==> config.mk <==
export PLATFORM = sky130hd
export DESIGN_NAME = gdte_ctrl
export DESIGN_NICKNAME = d
export VERILOG_FILES = /design/src/design/gdte_pkg.sv /design/src/design/gdte_ctrl.sv
export VERILOG_INCLUDE_DIRS = /design/src /design/src/design
export SDC_FILE = /design/constraint.sdc
export NUM_CORES = 1
export LEC_CHECK = 0
export ABC_AREA = 1
export BUFFER_PORTS_ARGS = -buffer_cell sky130_fd_sc_hd__buf_2
export CAP_MARGIN = 30
export CORE_MARGIN = 3
export CORE_UTILIZATION = 55
export DETAILED_ROUTE_END_ITERATION = 8
export PLACE_DENSITY_LB_ADDON = 0.15
export SYNTH_ARGS = -nofsm -noshare
export SYNTH_HDL_FRONTEND = slang
export SYNTH_SLANG_ARGS = --single-unit
==> constraint.sdc <==
create_clock -name clk -period 4.25 [get_ports clk]
set_clock_uncertainty 0.15 [all_clocks]
set_input_delay 0.85 -clock clk [delete_from_list [all_inputs] [get_ports clk]]
set_output_delay 0.85 -clock clk [all_outputs]
set_load 0.02 [all_outputs]
==> src/design/assert_macros.svh <==
// Assertion macros used by the edge-map RTL.
// Included by modules that carry concurrent checks; no other dependencies.
`ifndef ASSERT_MACROS_SVH
`define ASSERT_MACROS_SVH
`ifndef SYNTHESIS
`define GDTE_ASSERT(lbl, ck, rn, prop) \
    lbl: assert property (@(posedge ck) disable iff (!(rn)) (prop)) \
        else $error("gdte assertion failed");
`define GDTE_NEVER(lbl, ck, rn, cond) \
    lbl: assert property (@(posedge ck) disable iff (!(rn)) !(cond)) \
        else $error("gdte forbidden condition");
`else
`define GDTE_ASSERT(lbl, ck, rn, prop)
`define GDTE_NEVER(lbl, ck, rn, cond)
`endif
`endif

==> src/design/gdte_pkg.sv <==
// Shared types and constants for the gradient double-threshold edge block.
// No dependencies; imported by every module of the block.
package gdte_pkg;

    localparam int CFG_W   = 11;
    localparam int TH_W    = 9;
    localparam int PIX_W   = 8;
    localparam int IDX_W   = 2;
    localparam int MIN_DIM = 3;

    localparam int DEF_MAX_WIDTH  = 1024;
    localparam int DEF_MAX_HEIGHT = 1024;

    localparam logic [CFG_W-1:0] RST_WIDTH  = 11'd640;
    localparam logic [CFG_W-1:0] RST_HEIGHT = 11'd480;
    localparam logic [TH_W-1:0]  RST_LOW    = 9'd30;
    localparam logic [TH_W-1:0]  RST_HIGH   = 9'd80;

    // (low+1)^2 needs one bit more than high^2
    localparam int LO_SQ_W = 2 * (TH_W + 1) - 1;
    localparam int HI_SQ_W = 2 * TH_W;
    localparam int GSQ_W   = 2 * PIX_W + 1;

    localparam logic [PIX_W-1:0] PIX_MAX  = 8'd255;
    localparam logic [PIX_W-1:0] PIX_ZERO = 8'd0;

    typedef enum logic [IDX_W-1:0] {
        REG_WIDTH,
        REG_HEIGHT,
        REG_LOW,
        REG_HIGH
    } cfg_reg_t;

    typedef enum logic {
        OP_PIXEL,
        OP_DRAIN
    } opcode_t;

    typedef struct packed {
        logic raw_wr;   // pixel goes into the raw line store
        logic p1_wr;    // pass-one result is written to its line store
        logic p1_keep;  // pass-one pixel in last row or column keeps grey value
        logic emit;     // request produces a result
        logic border;   // result pixel lies on the frame border
        logic last;     // result is the last pixel of the frame
    } item_flags_t;

endpackage

==> src/design/gdte_ctrl.sv <==
// Frame sequencing: raster counters, per-frame geometry latch, per-request flags.
// Depends on gdte_pkg and assert_macros.svh.
`include "assert_macros.svh"

module gdte_ctrl
    import gdte_pkg::*;
#(
    parameter int MAX_WIDTH  = DEF_MAX_WIDTH,
    parameter int MAX_HEIGHT = DEF_MAX_HEIGHT,
    localparam int CW = $clog2(MAX_WIDTH)
)(
    input  logic              clk,
    input  logic              rst_n,
    input  logic              accept,
    input  logic              opcode,
    input  logic [CFG_W-1:0]  width_cfg,
    input  logic [CFG_W-1:0]  height_cfg,
    output logic              item_en,
    output logic [CW-1:0]     wr_col,
    output logic [CW-1:0]     rd_col,
    output item_flags_t       flags
);

    localparam int WW = $clog2(MAX_WIDTH + 1);
    localparam int HW = $clog2(MAX_HEIGHT + 1);
    localparam int RW = $clog2(MAX_HEIGHT + 3);
    localparam int W_RST = (int'(RST_WIDTH) > MAX_WIDTH) ? MAX_WIDTH : int'(RST_WIDTH);
    localparam int H_RST = (int'(RST_HEIGHT) > MAX_HEIGHT) ? MAX_HEIGHT : int'(RST_HEIGHT);

    logic [CW-1:0] col_reg, col_next;
    logic [RW-1:0] row_reg, row_next;
    logic [WW-1:0] frame_w_reg, frame_w_next;
    logic [HW-1:0] frame_h_reg, frame_h_next;

    logic [WW-1:0] w_clamp, cur_w;
    logic [HW-1:0] h_clamp, cur_h;
    logic [RW-1:0] h_ext;
    logic          start, in_frame, col_last, c0, c1;

    always_comb
    begin
        if (width_cfg < CFG_W'(MIN_DIM))
            w_clamp = WW'(MIN_DIM);
        else if (32'(width_cfg) > MAX_WIDTH)
            w_clamp = WW'(MAX_WIDTH);
        else
            w_clamp = WW'(width_cfg);

        if (height_cfg < CFG_W'(MIN_DIM))
            h_clamp = HW'(MIN_DIM);
        else if (32'(height_cfg) > MAX_HEIGHT)
            h_clamp = HW'(MAX_HEIGHT);
        else
            h_clamp = HW'(height_cfg);
    end

    // geometry is taken from the registers on the first request of a frame
    assign start    = (row_reg == '0) && (col_reg == '0);
    assign cur_w    = start ? w_clamp : frame_w_reg;
    assign cur_h    = start ? h_clamp : frame_h_reg;
    assign h_ext    = RW'(cur_h);
    assign in_frame = row_reg < h_ext;
    assign col_last = WW'(col_reg) == (cur_w - WW'(1));
    assign c0       = col_reg == '0;
    assign c1       = col_reg == CW'(1);

    // a drain inside the frame is dropped without effect
    assign item_en = accept && !((opcode == OP_DRAIN) && in_frame);
    assign wr_col  = col_reg;
    assign rd_col  = col_last ? '0 : col_reg + CW'(1);

    // output pixel trails by 2*width+1: column c-1 of row r-2 (wraps at column 0)
    always_comb
    begin
        flags.raw_wr  = in_frame;
        flags.p1_wr   = (row_reg != '0) && (row_reg <= h_ext);
        flags.p1_keep = (row_reg == h_ext) || col_last;
        flags.emit    = (row_reg >= RW'(3)) || ((row_reg == RW'(2)) && !c0);
        flags.last    = (row_reg == h_ext + RW'(2)) && c0;
        flags.border  = c0 || c1
                      || (c0 ? (row_reg == RW'(3)) : (row_reg == RW'(2)))
                      || (c0 ? (row_reg == h_ext + RW'(2)) : (row_reg == h_ext + RW'(1)));
    end

    always_comb
    begin
        col_next     = col_reg;
        row_next     = row_reg;
        frame_w_next = frame_w_reg;
        frame_h_next = frame_h_reg;
        if (accept && start)
        begin
            frame_w_next = w_clamp;
            frame_h_next = h_clamp;
        end
        if (item_en)
        begin
            if (flags.last)
            begin
                col_next = '0;
                row_next = '0;
            end
            else if (col_last)
            begin
                col_next = '0;
                row_next = row_reg + RW'(1);
            end
            else
            begin
                col_next = col_reg + CW'(1);
            end
        end
    end

    always_ff @(posedge clk or negedge rst_n)
    begin
        if (!rst_n)
        begin
            col_reg     <= '0;
            row_reg     <= '0;
            frame_w_reg <= WW'(W_RST);
            frame_h_reg <= HW'(H_RST);
        end
        else
        begin
            col_reg     <= col_next;
            row_reg     <= row_next;
            frame_w_reg <= frame_w_next;
            frame_h_reg <= frame_h_next;
        end
    end

    `GDTE_ASSERT(a_col_in_frame, clk, rst_n, !start |-> (WW'(col_reg) < frame_w_reg))
    `GDTE_ASSERT(a_row_bound, clk, rst_n, row_reg <= RW'(frame_h_reg) + RW'(2))
    `GDTE_ASSERT(a_tail_row_single, clk, rst_n, (row_reg == h_ext + RW'(2)) |-> c0)
    `GDTE_ASSERT(a_frame_wrap, clk, rst_n, (item_en && flags.last) |=> start)

endmodule

==> results of run 1 <==
==> layout by cell type (no fill, tap or decap), types with 4 or more instances in the layout <==
cell / netlist / routed
sky130_fd_sc_hd__nor3_1: 6 / 6
sky130_fd_sc_hd__xor2_1: 19 / 16
sky130_fd_sc_hd__nand3b_1: 5 / 5
sky130_fd_sc_hd__o21ai_0: 38 / 35
sky130_fd_sc_hd__or2_2: 4 / 4
sky130_fd_sc_hd__dfstp_2: 6 / 6
sky130_fd_sc_hd__o21ai_2: 5 / 7
sky130_fd_sc_hd__nand2_2: 20 / 27
sky130_fd_sc_hd__nor2_4: 9 / 13
sky130_fd_sc_hd__ha_1: 20 / 16
sky130_fd_sc_hd__nand3_2: 5 / 11
sky130_fd_sc_hd__clkbuf_8: 0 / 6
sky130_fd_sc_hd__buf_2: 4 / 50
sky130_fd_sc_hd__o21ai_1: 7 / 7
sky130_fd_sc_hd__nand2_1: 266 / 258
sky130_fd_sc_hd__nand3_1: 70 / 63
sky130_fd_sc_hd__nor2_2: 5 / 8
sky130_fd_sc_hd__inv_1: 95 / 90
sky130_fd_sc_hd__nor2_1: 75 / 68
sky130_fd_sc_hd__inv_2: 2 / 7
sky130_fd_sc_hd__a21oi_1: 8 / 8
sky130_fd_sc_hd__nand4_1: 7 / 7
sky130_fd_sc_hd__dfrtp_1: 37 / 34
sky130_fd_sc_hd__buf_4: 3 / 49
==> metal layers <==
| layer | up-vias | routed length, µm |
|---|---|---|
| li1 | 2535 | - |
| met1 | 2298 | 5450 |
| met2 | 160 | 6870 |
| met3 | 35 | 737 |
| met4 | 0 | 371 |
| met5 | - | 0 |
==> area by class of cell <==
class                      instances  area share
clock buffer                       6      0.0147
clock inverter                     2     0.00626
inverter                         100      0.0670
multi-input combinational        591       0.575
sequential                        43       0.194
tap                              102      0.0228
timing repair buffer             102       0.120
==> repair_timing <==
item                                   4_1_cts  5_1_grt
pin swaps                                    5       20
gates cloned                                 0        2
endpoints found under the hold margin        0        0
setup endpoints to repair                   15       15
resized for setup                           10       50
buffers inserted                             3       12
==> final timing paths <==
check                           slack, ns        endpoint  cells past startpoint           start
worst max-delay path                 0.10        flags[4]                     14       wr_col[1]
worst min-delay path                 0.32  frame_w_reg[9]                      2  frame_w_reg[9]
worst max register to register       0.68      row_reg[6]                     20       wr_col[1]
worst min register to register       0.32  frame_w_reg[9]                      2  frame_w_reg[9]
max in group asynchronous            3.04  frame_h_reg[8]                      2           rst_n
min in group asynchronous            0.33       wr_col[6]                      1           rst_n
==> synthesized netlist by cell type, types with 3 or more instances <==
| library cell | number |
|---|---|
| sky130_fd_sc_hd__xnor2_1 | 3 |
| sky130_fd_sc_hd__buf_4 | 3 |
| sky130_fd_sc_hd__nand2_2 | 20 |
| sky130_fd_sc_hd__nor3_1 | 6 |
| sky130_fd_sc_hd__dfrtp_1 | 37 |
| sky130_fd_sc_hd__a21oi_1 | 8 |
| sky130_fd_sc_hd__or2_2 | 4 |
| sky130_fd_sc_hd__xor2_1 | 19 |
| sky130_fd_sc_hd__o21ai_1 | 7 |
| sky130_fd_sc_hd__dfstp_2 | 6 |
| sky130_fd_sc_hd__nand3b_1 | 5 |
| sky130_fd_sc_hd__nand2_1 | 266 |
| sky130_fd_sc_hd__nand3_2 | 5 |
| sky130_fd_sc_hd__nand3_1 | 70 |
| sky130_fd_sc_hd__buf_6 | 7 |
| sky130_fd_sc_hd__o21ai_0 | 38 |
| sky130_fd_sc_hd__o21ai_2 | 5 |
| sky130_fd_sc_hd__nor2_2 | 5 |
| sky130_fd_sc_hd__clkinv_1 | 3 |
| sky130_fd_sc_hd__nand4_1 | 7 |
| sky130_fd_sc_hd__nor2_1 | 75 |
| sky130_fd_sc_hd__nor2_4 | 9 |
| sky130_fd_sc_hd__buf_2 | 4 |
| sky130_fd_sc_hd__ha_1 | 20 |
| sky130_fd_sc_hd__clkbuf_1 | 5 |
| sky130_fd_sc_hd__inv_1 | 95 |
==> stage by stage <==
stage / util / instance area [µm²] / hold slack, ns
finish: 0.710 / 5600 / 0.325
global route: 0.710 / 5600 / 0.350
CTS: 0.671 / 5290 / 0.325
detailed placement: 0.648 / 5110 / 0.311
global placement: 0.646 / 5090 / 0.307
floorplan: - / 4580 / 0.294
==> report_power, final <==
| group | internal (mW) | total [mW] | switching (mW) |
|---|---|---|---|
| clock network | 0.191 | 0.346 | 0.155 |
| registers | 0.545 | 0.617 | 0.0722 |
| logic | 1.32 | 3.72 | 2.39 |
==> cells by family (layout without fill, tap and decap cells) <==
family,count (synthesis),after routing,synth area share
and+or+nand+nor,478,480,0.464
buffers and inverters,119,210,0.113
AOI/OAI and AO/OA,69,69,0.0902
DFF,43,43,0.237
xor gates and xnor gates,22,22,0.0421
adders and majority gates,20,20,0.0546
==> worst reg2reg max path, delay by kind of cell, from the launching register on <==
family                     cells  cell delay, ns
and+or+nand+nor               10            1.44
buffers and inverters          6            0.74
adders and majority gates      2            0.49
DFF                            1            0.40
AOI/OAI and AO/OA              2            0.29
==> flow_summary.yaml, run 1 <==
sta:
  final_min_period_over_clock_period: 0.976
  achievable-frequency_mhz: 241
  final-hold-violation-count: 0
  final.min_clock_period_ns: 4.15
  final-setup-viol-count: 0
  max-slew-margin-rel: 0.425
  tightest_slew_ns: 0.859
  maxSlewViolCount: 0
  postLayoutSetupSlackWorst_ns: 0.100
  rsz0062_at_grt: "yes"
  timing.setup.tns_ns: 0
cts:
  cts.sink_count: 43
  clock_tree.root_cell: "sky130_fd_sc_hd__clkbuf_8"
  clk_latency_ns: 0.30
  cts.clk_slew.worst_paths_ns: 0.09
  cts-root-to-sink-buffers: 2
  cts_tree: "built"
  cts_h_tree_lvls: 2
  post_cts_hold_buffer_count: 0
  cts-buffers-inserted: 5
place:
  io_buffers: 52
  post-place-ws_ns: 0.000908
  dp_cells: 921
  place_hpwl_um: 10300
  globalplace.congestion: 0.939
die:
  fp-row-count: 32
  design.portCount: 53
  start_util: 0.581
  design.die.area_mm2: 0.00946
  fp.coreArea_mm2: 0.00789
  die-width_um: 97.2
  floorplan.die.height_um: 97.2
layout:
  nFillCells: 690
  sequential_cell_area_mm2: 0.00109
  antenna_cells: 0
  syn2layout_area_growth_pct: 22.3
  nets: 889
  multi_input_comb_area_mm2: 0.00322
  post_route_cells_drive_above_1_share: 0.257
  fin_cells: 946
critical_path:
  critical_path.slowest_cell: "sky130_fd_sc_hd__dfrtp_1"
  critPathMaxStageDelay_ns: 0.40
  timing.critical_path.buf_inv: 4
  cpLargestDelayFamily: "simple AND/OR/NAND/NOR gates"
  timing.critical_path.fanout_max: 11
  data_required_time_at_the_worst_endpoint_ns: 3.25
  critical-path-top-cell-by-count: "sky130_fd_sc_hd__ha_1"
  crit_path_cell_trace: "inv_2 -> ha_1 -> nand3_2 -> inv_1 -> nand2_2 -> nor2_4 -> buf_6 -> o21ai_1 -> ha_1 -> nand2_1 -> nor4_1 -> nand4_1 -> a21oi_1 -> buf_2"
  setup.worst_path.class: "flop to output port"
  timing.critical_path.arrival_ns: 3.15
  start_kind: "flop"
  critPathCaptureType: "output port"
synthesis:
  avgSynthCellArea_um2: 6.10
  synth_enable_flop_cells: 0
  synth_nets: 797
  synth-seq-cells: 43
  synth_top_cells_by_area: "sky130_fd_sc_hd__nand2_1 (22%), sky130_fd_sc_hd__dfrtp_1 (20%), sky130_fd_sc_hd__inv_1 (7.8%)"
  synthesis.area_mm2: 0.00458
  async_reset_ff_frac: 1.00
  synthesis.yosys.warnings: 0
  synth_cells: 751
  ys_types: 40
  synth_top_area_frac: 0.218
  synth.largest_area_cell: "sky130_fd_sc_hd__nand2_1"
  ys.flop_type: "sky130_fd_sc_hd__dfrtp_1"
  synth_sequential_area_ratio: 0.237
global_route:
  first_pass_grt_wire_length_um: 21600
  grt.met1_usage: 0.319
  first_global_vias: 4894
  largest_net_degree_at_the_start_of_global_routing: 32
  use_met2: 0.506
  grt_busiest_layer: "met2"
  gr_ovfl_total: 0
  number_of_antenna_violations_at_the_first_check_in_global_routing: 0
  use_met3: 0.0323
  grt_use_total: 0.272
route:
  post_drt_via_cell_ratio: 5.32
  antenna_violating_nets_post_route: 0
  drt_drc_violations_left: 0
  initial_detailed_routing_violation_count: 273
  wl_um: 13400
  drtPass1Iterations: 5
  detail_route.wl_per_cell_um: 14.2
  dr_total_vias: 5028
run:
  max-cap-violations: 0
power:
  maximum_vdd_ir_drop_mv: 0.553
  leakagePower_nw: 3.01
  report.power.total_mw: 4.68
  power.density_mw_per_mm2: 836
min_path:
  hold_class: "flop to flop"
run_status:
  status: "finished, final reports clean"
No activity file was read; power rests on OpenSTA's default activity.
==> inputs of run 2 (changes only) <==
--- a/config.mk
+++ b/config.mk
@@ -7,7 +7,7 @@
 export NUM_CORES = 1
 export LEC_CHECK = 0
 export ABC_AREA = 1
-export BUFFER_PORTS_ARGS = -buffer_cell sky130_fd_sc_hd__buf_2
+export BUFFER_PORTS_ARGS = -buffer_cell sky130_fd_sc_hd__buf_4
 export CAP_MARGIN = 30
 export CORE_MARGIN = 3
 export CORE_UTILIZATION = 55
==> run 2 against run 1 <==
  * Clock power increased by 14%
  * Fmax decreased by 2.2%
  * Sequential cell count unchanged
  * Register-to-register slack worse by 0.05 ns
  * Critical endpoint is now flags[1]
  * Largest cell class unchanged
==> flow_summary.yaml, run 2 (same netlist as run 1, synthesis figures left out) <==
run_status:
  status: "finished, final reports clean"
die:
  floorplan.die.height_um: 97.2
  design.die.area_mm2: 0.00946
  die-width_um: 97.2
  design.portCount: 53
  fp.coreArea_mm2: 0.00789
  start_util: 0.581
  fp-row-count: 32
run:
  max-cap-violations: 0
critical_path:
  critical_path.slowest_cell: "sky130_fd_sc_hd__a211oi_1"
  critical-path-top-cell-by-count: "sky130_fd_sc_hd__nor2_1"
  timing.critical_path.buf_inv: 3
  critPathMaxStageDelay_ns: 0.25
  setup.worst_path.class: "input pin to output port"
  r2r.worst_path.cells: 20
  start_kind: "input pin"
  crit_path_cell_count: 18
  data_required_time_at_the_worst_endpoint_ns: 3.25
  cpLargestDelayFamily: "simple AND/OR/NAND/NOR gates"
  crit_path_cell_trace: "buf_4 -> nor2_2 -> nand3_2 -> nor2_1 -> nand3_2 -> o21ai_4 -> o21a_4 -> ha_4 -> inv_1 -> o21ai_0 -> a211oi_1 -> nand4_1 -> nor2_1 -> nand2_1 -> nor2_1 -> nand3_1 -> nand2_1 -> buf_6"
  timing.critical_path.fanout_max: 3
  critPathCaptureType: "output port"
  timing.critical_path.arrival_ns: 3.24
sta:
  final-hold-violation-count: 0
  final-setup-viol-count: 0
  final.min_clock_period_ns: 4.24
  final_min_period_over_clock_period: 0.998
  timing.setup.tns_ns: 0
  max-slew-margin-rel: 0.461
  maxSlewViolCount: 0
  achievable-frequency_mhz: 236
  fin_hold_ws_ns: 0.341
  tightest_slew_ns: 0.808
cts:
  post_cts_hold_buffer_count: 0
  cts_tree: "built"
  cts-root-to-sink-buffers: 2
  clock_tree.root_cell: "sky130_fd_sc_hd__clkbuf_8"
  clk_latency_ns: 0.30
  cts-buffers-inserted: 5
  cts_h_tree_lvls: 2
  cts.clk_slew.worst_paths_ns: 0.09
  cts.sink_count: 43
route:
  dr_total_vias: 5207
  initial_detailed_routing_violation_count: 281
  detail_route.wl_per_cell_um: 14.9
  wl_um: 14200
  drtPass1Iterations: 7
  drt_drc_violations_left: 0
  post_drt_via_cell_ratio: 5.46
  antenna_violating_nets_post_route: 0
power:
  leakagePower_nw: 3.09
  power.density_mw_per_mm2: 843
  report.power.total_mw: 4.98
  maximum_vdd_ir_drop_mv: 0.741
global_route:
  gr_ovfl_total: 0
  first_pass_grt_wire_length_um: 21700
  first_global_vias: 4750
  grt_use_total: 0.273
  number_of_antenna_violations_at_the_first_check_in_global_routing: 0
  largest_net_degree_at_the_start_of_global_routing: 44
layout:
  mostFrequentLayoutCell: "sky130_fd_sc_hd__nand2_1"
  antenna_cells: 0
  nets: 897
  syn2layout_area_growth_pct: 28.8
  post_route_cells_drive_above_1_share: 0.288
  final_cell_mix: "sky130_fd_sc_hd__nand2_1 (254), sky130_fd_sc_hd__buf_4 (103), sky130_fd_sc_hd__inv_1 (84)"
place:
  globalplace.congestion: 0.904
  io_buffers: 52
  place_hpwl_um: 10300
min_path:
  hold_class: "flop to flop"
  hold_depth: 2
==> run 2: routing by layer <==
layer  up-vias  global-route usage  share of wire
met2       181               0.492           0.50
met1      2432               0.327           0.40
met5         -                   0              0
li1       2552                   -              -
met4         0               0.127          0.044
met3        42              0.0244          0.057
==> run 2: repair_timing <==
item	in CTS	in global routing
pin swaps	5	37
resized for setup	10	85
gates cloned	0	1
setup endpoints to repair	14	16
endpoints found under the hold margin	0	0
buffers inserted	4	19
==> run 2: tightest hold or removal path, stage by stage, from the launching register on <==
cell and delay [ns]:
sky130_fd_sc_hd__dfstp_2 0.39, sky130_fd_sc_hd__nand2_1 0.06, sky130_fd_sc_hd__nand2_1 0.05
==> run 2: report_power, final <==
part           internal, mW  leakage, nW  total (mW)  switching [mW]
Clock                 0.235       0.0654       0.395           0.160
Combinational          1.46         2.47        3.96            2.50
Sequential            0.545        0.552       0.620          0.0755
Total                  2.25         3.09        4.98            2.73
==> run 2: worst paths after layout <==
kind,startpoint,endpoint,slack [ns]
setup / recovery,height_cfg[2],flags[1],0.008
hold / removal,frame_w_reg[7],frame_w_reg[7],0.34
setup reg to reg,wr_col[7],row_reg[10],0.63
hold reg to reg,frame_w_reg[7],frame_w_reg[7],0.34
max in group asynchronous,rst_n,wr_col[7],3.13
min in group asynchronous,rst_n,wr_col[6],0.40
==> run 2: stage by stage <==
stage                      util  instance area, µm²  worst slack [ns]  cells
after detailed placement  0.663                5230            0.0388    922
final                     0.748                5900           0.00844    954
after CTS                 0.688                5430           0.00449    934
after floorplan               -                4580             0.250    751
after global placement    0.663                5230            0.0973    922
after global routing      0.748                5900            -0.189    954
==> run 2: cell type report <==
class | instances | area, µm²
clock buffers | 6 | 72.6
clock inverters | 2 | 60.1
fillers | 628 | 1990
inverters | 100 | 378
multi-input cells | 590 | 3300
flip-flops and latches | 43 | 1090
well taps | 102 | 128
repair buffers | 111 | 872
==> inputs of run 3 (changes only) <==
--- a/config.mk
+++ b/config.mk
@@ -7,12 +7,13 @@
 export NUM_CORES = 1
 export LEC_CHECK = 0
 export ABC_AREA = 1
+export ABC_CLOCK_PERIOD_IN_PS = 4250
 export BUFFER_PORTS_ARGS = -buffer_cell sky130_fd_sc_hd__buf_4
 export CAP_MARGIN = 30
 export CORE_MARGIN = 3
 export CORE_UTILIZATION = 55
 export DETAILED_ROUTE_END_ITERATION = 8
-export PLACE_DENSITY_LB_ADDON = 0.15
+export PLACE_DENSITY_LB_ADDON = 0.1
 export SYNTH_ARGS = -nofsm -noshare
 export SYNTH_HDL_FRONTEND = slang
 export SYNTH_SLANG_ARGS = --single-unit
==> run 3 against run 2 <==
  * Setup slack improved by 0.076 ns
  * Critical path type unchanged
  * Largest power group unchanged
  * Hold slack worse by 0.017 ns
  * Largest cell class unchanged
  * Power fell by 3.0%
==> flow_summary.yaml, run 3 (same netlist as run 1, synthesis figures left out) <==
run_status:
  status: "finished, final reports clean"
critical_path:
  critPathCaptureType: "output port"
  timing.critical_path.arrival_ns: 3.17
  timing.critical_path.fanout_max: 3
  start_kind: "input pin"
  setup.worst_path.class: "input pin to output port"
  data_required_time_at_the_worst_endpoint_ns: 3.25
global_route:
  gr_ovfl_total: 0
  largest_net_degree_at_the_start_of_global_routing: 44
  grt_use_total: 0.276
  first_pass_grt_wire_length_um: 21900
  grt.met1_usage: 0.325
  use_met3: 0.0309
  first_global_vias: 4823
  use_met2: 0.500
  grt_busiest_layer: "met2"
  number_of_antenna_violations_at_the_first_check_in_global_routing: 0
cts:
  cts.sink_count: 43
  cts_h_tree_lvls: 2
  cts.clk_slew.worst_paths_ns: 0.09
  clock_tree.root_cell: "sky130_fd_sc_hd__clkbuf_8"
  clk_latency_ns: 0.31
  cts-root-to-sink-buffers: 2
  post_cts_hold_buffer_count: 0
  cts_tree: "built"
  cts-buffers-inserted: 5
sta:
  tightest_slew_ns: 0.806
  postLayoutSetupSlackWorst_ns: 0.0843
  achievable-frequency_mhz: 240
  fin_hold_ws_ns: 0.324
  max-slew-margin-rel: 0.462
  maxSlewViolCount: 0
  final_min_period_over_clock_period: 0.980
  final-setup-viol-count: 0
  final.min_clock_period_ns: 4.17
  final-hold-violation-count: 0
power:
  switchingPower_mw: 2.71
  p_sw_frac: 0.562
  leakagePower_nw: 3.07
  intPower_mw: 2.11
  pwr-share-seq: 0.128
  clock_power_share: 0.058
  power.density_mw_per_mm2: 825
  report.power.total_mw: 4.83
  power.combinational.fraction: 0.814
  maximum_vdd_ir_drop_mv: 0.568
layout:
  final_cell_mix: "sky130_fd_sc_hd__nand2_1 (257), sky130_fd_sc_hd__buf_4 (106), sky130_fd_sc_hd__inv_1 (87)"
  syn2layout_area_growth_pct: 27.8
  mostFrequentLayoutCell: "sky130_fd_sc_hd__nand2_1"
  nFillCells: 660
  post_route_cells_drive_above_1_share: 0.279
  nets: 898
  finish.utilization: 0.742
  antenna_cells: 0
  fin_area_mm2: 0.00585
place:
  post-place-ws_ns: -0.0327
  place_hpwl_um: 10100
  postPlaceCellArea_mm2: 0.00523
  globalplace.congestion: 0.912
  io_buffers: 52
die:
  die-width_um: 97.2
  fp.coreArea_mm2: 0.00789
  design.portCount: 53
  design.die.area_mm2: 0.00946
  floorplan.die.height_um: 97.2
  fp-row-count: 32
  start_util: 0.581
run:
  max-cap-violations: 0
min_path:
  hold_class: "flop to flop"
route:
  initial_detailed_routing_violation_count: 229
  detail_route.wl_per_cell_um: 14.3
  wl_um: 13600
  drt_drc_violations_left: 0
  post_drt_via_cell_ratio: 5.29
  drtPass1Iterations: 4
  antenna_violating_nets_post_route: 0
  dr_total_vias: 5050
==> run 3: cell types whose count changed in the layout (fill, tap and decap cells not counted), moves of 2 or more <==
cell,before,now
sky130_fd_sc_hd__buf_4,103,106
sky130_fd_sc_hd__bufinv_16,2,0
sky130_fd_sc_hd__clkinvlp_4,0,2
sky130_fd_sc_hd__inv_1,84,87
sky130_fd_sc_hd__inv_2,12,9
sky130_fd_sc_hd__nand2_1,254,257
sky130_fd_sc_hd__nand2_2,29,27
sky130_fd_sc_hd__nand2_4,5,3
sky130_fd_sc_hd__nor2_1,60,65
sky130_fd_sc_hd__nor2_2,15,10
==> run 3: metal layers <==
metal | vias to the layer above | part of all wire
met1 | 2318 | 0.42
met3 | 34 | 0.041
met5 | - | 0
li1 | 2555 | -
met4 | 0 | 0.037
met2 | 143 | 0.51
==> run 3: path summary, 6_finish.rpt <==
path                                startpoint  slack (ns)              to  depth (start not counted)
min in group asynchronous                rst_n        0.39  frame_h_reg[4]                          1
worst min register to register  frame_w_reg[9]        0.32  frame_w_reg[9]                          2
max in group asynchronous                rst_n        3.11       wr_col[7]                          1
worst min-delay path            frame_w_reg[9]        0.32  frame_w_reg[9]                          2
worst max-delay path             height_cfg[2]        0.08        flags[0]                         16
worst max register to register       wr_col[0]        0.66      row_reg[1]                         20
==> run 3: cell type report <==
type | instances | area, µm² | share of cell area
inverters | 100 | 378 | 0.0646
flip-flops and latches | 43 | 1090 | 0.186
multi-input cells | 590 | 3310 | 0.565
repair buffers | 112 | 863 | 0.148
well taps | 102 | 128 | 0.0218
clock inverters | 3 | 20.0 | 0.00342
clock buffers | 5 | 68.8 | 0.0118
==> run 3: worst max-delay path, cell delays in order <==
cell and delay, ns:
sky130_fd_sc_hd__buf_4 0.12, sky130_fd_sc_hd__nor2_1 0.10, sky130_fd_sc_hd__nand3_1 0.13, sky130_fd_sc_hd__nor2_2 0.16, sky130_fd_sc_hd__nand3_2 0.10, sky130_fd_sc_hd__buf_4 0.15
sky130_fd_sc_hd__nand3_2 0.07, sky130_fd_sc_hd__o21ai_2 0.07, sky130_fd_sc_hd__ha_1 0.33, sky130_fd_sc_hd__or2_4 0.28, sky130_fd_sc_hd__nor4_4 0.16, sky130_fd_sc_hd__nand3_2 0.14
sky130_fd_sc_hd__nor2_4 0.14, sky130_fd_sc_hd__nand3_2 0.10, sky130_fd_sc_hd__nor2_4 0.10, sky130_fd_sc_hd__buf_4 0.15
==> run 3: stage by stage <==
stage / instances / setup TNS [ns]
after global routing: 955 / -0.322
after detailed placement: 922 / -0.0327
after global placement: 922 / -0.0100
final: 955 / 0
after floorplan: 751 / 0
after CTS: 937 / 0
==> run 3: power by group through the flow <==
stage	Clock, mW	Sequential (mW)	Combinational (mW)
4_1_cts	0.281	0.614	3.34
6_report	0.279	0.616	3.93
3_5_place_dp	0	0.619	3.22
2_1_floorplan	0	0.644	2.42
5_1_grt	0.301	0.630	4.39
3_3_place_gp	0	0.614	3.16
==> run 3: what timing repair did <==
action / CTS / global route
setup buffers: 7 / 17
resized for setup: 15 / 72
cloned: 0 / 1
endpoints found under the setup margin: 16 / 16
pin swaps: 9 / 39
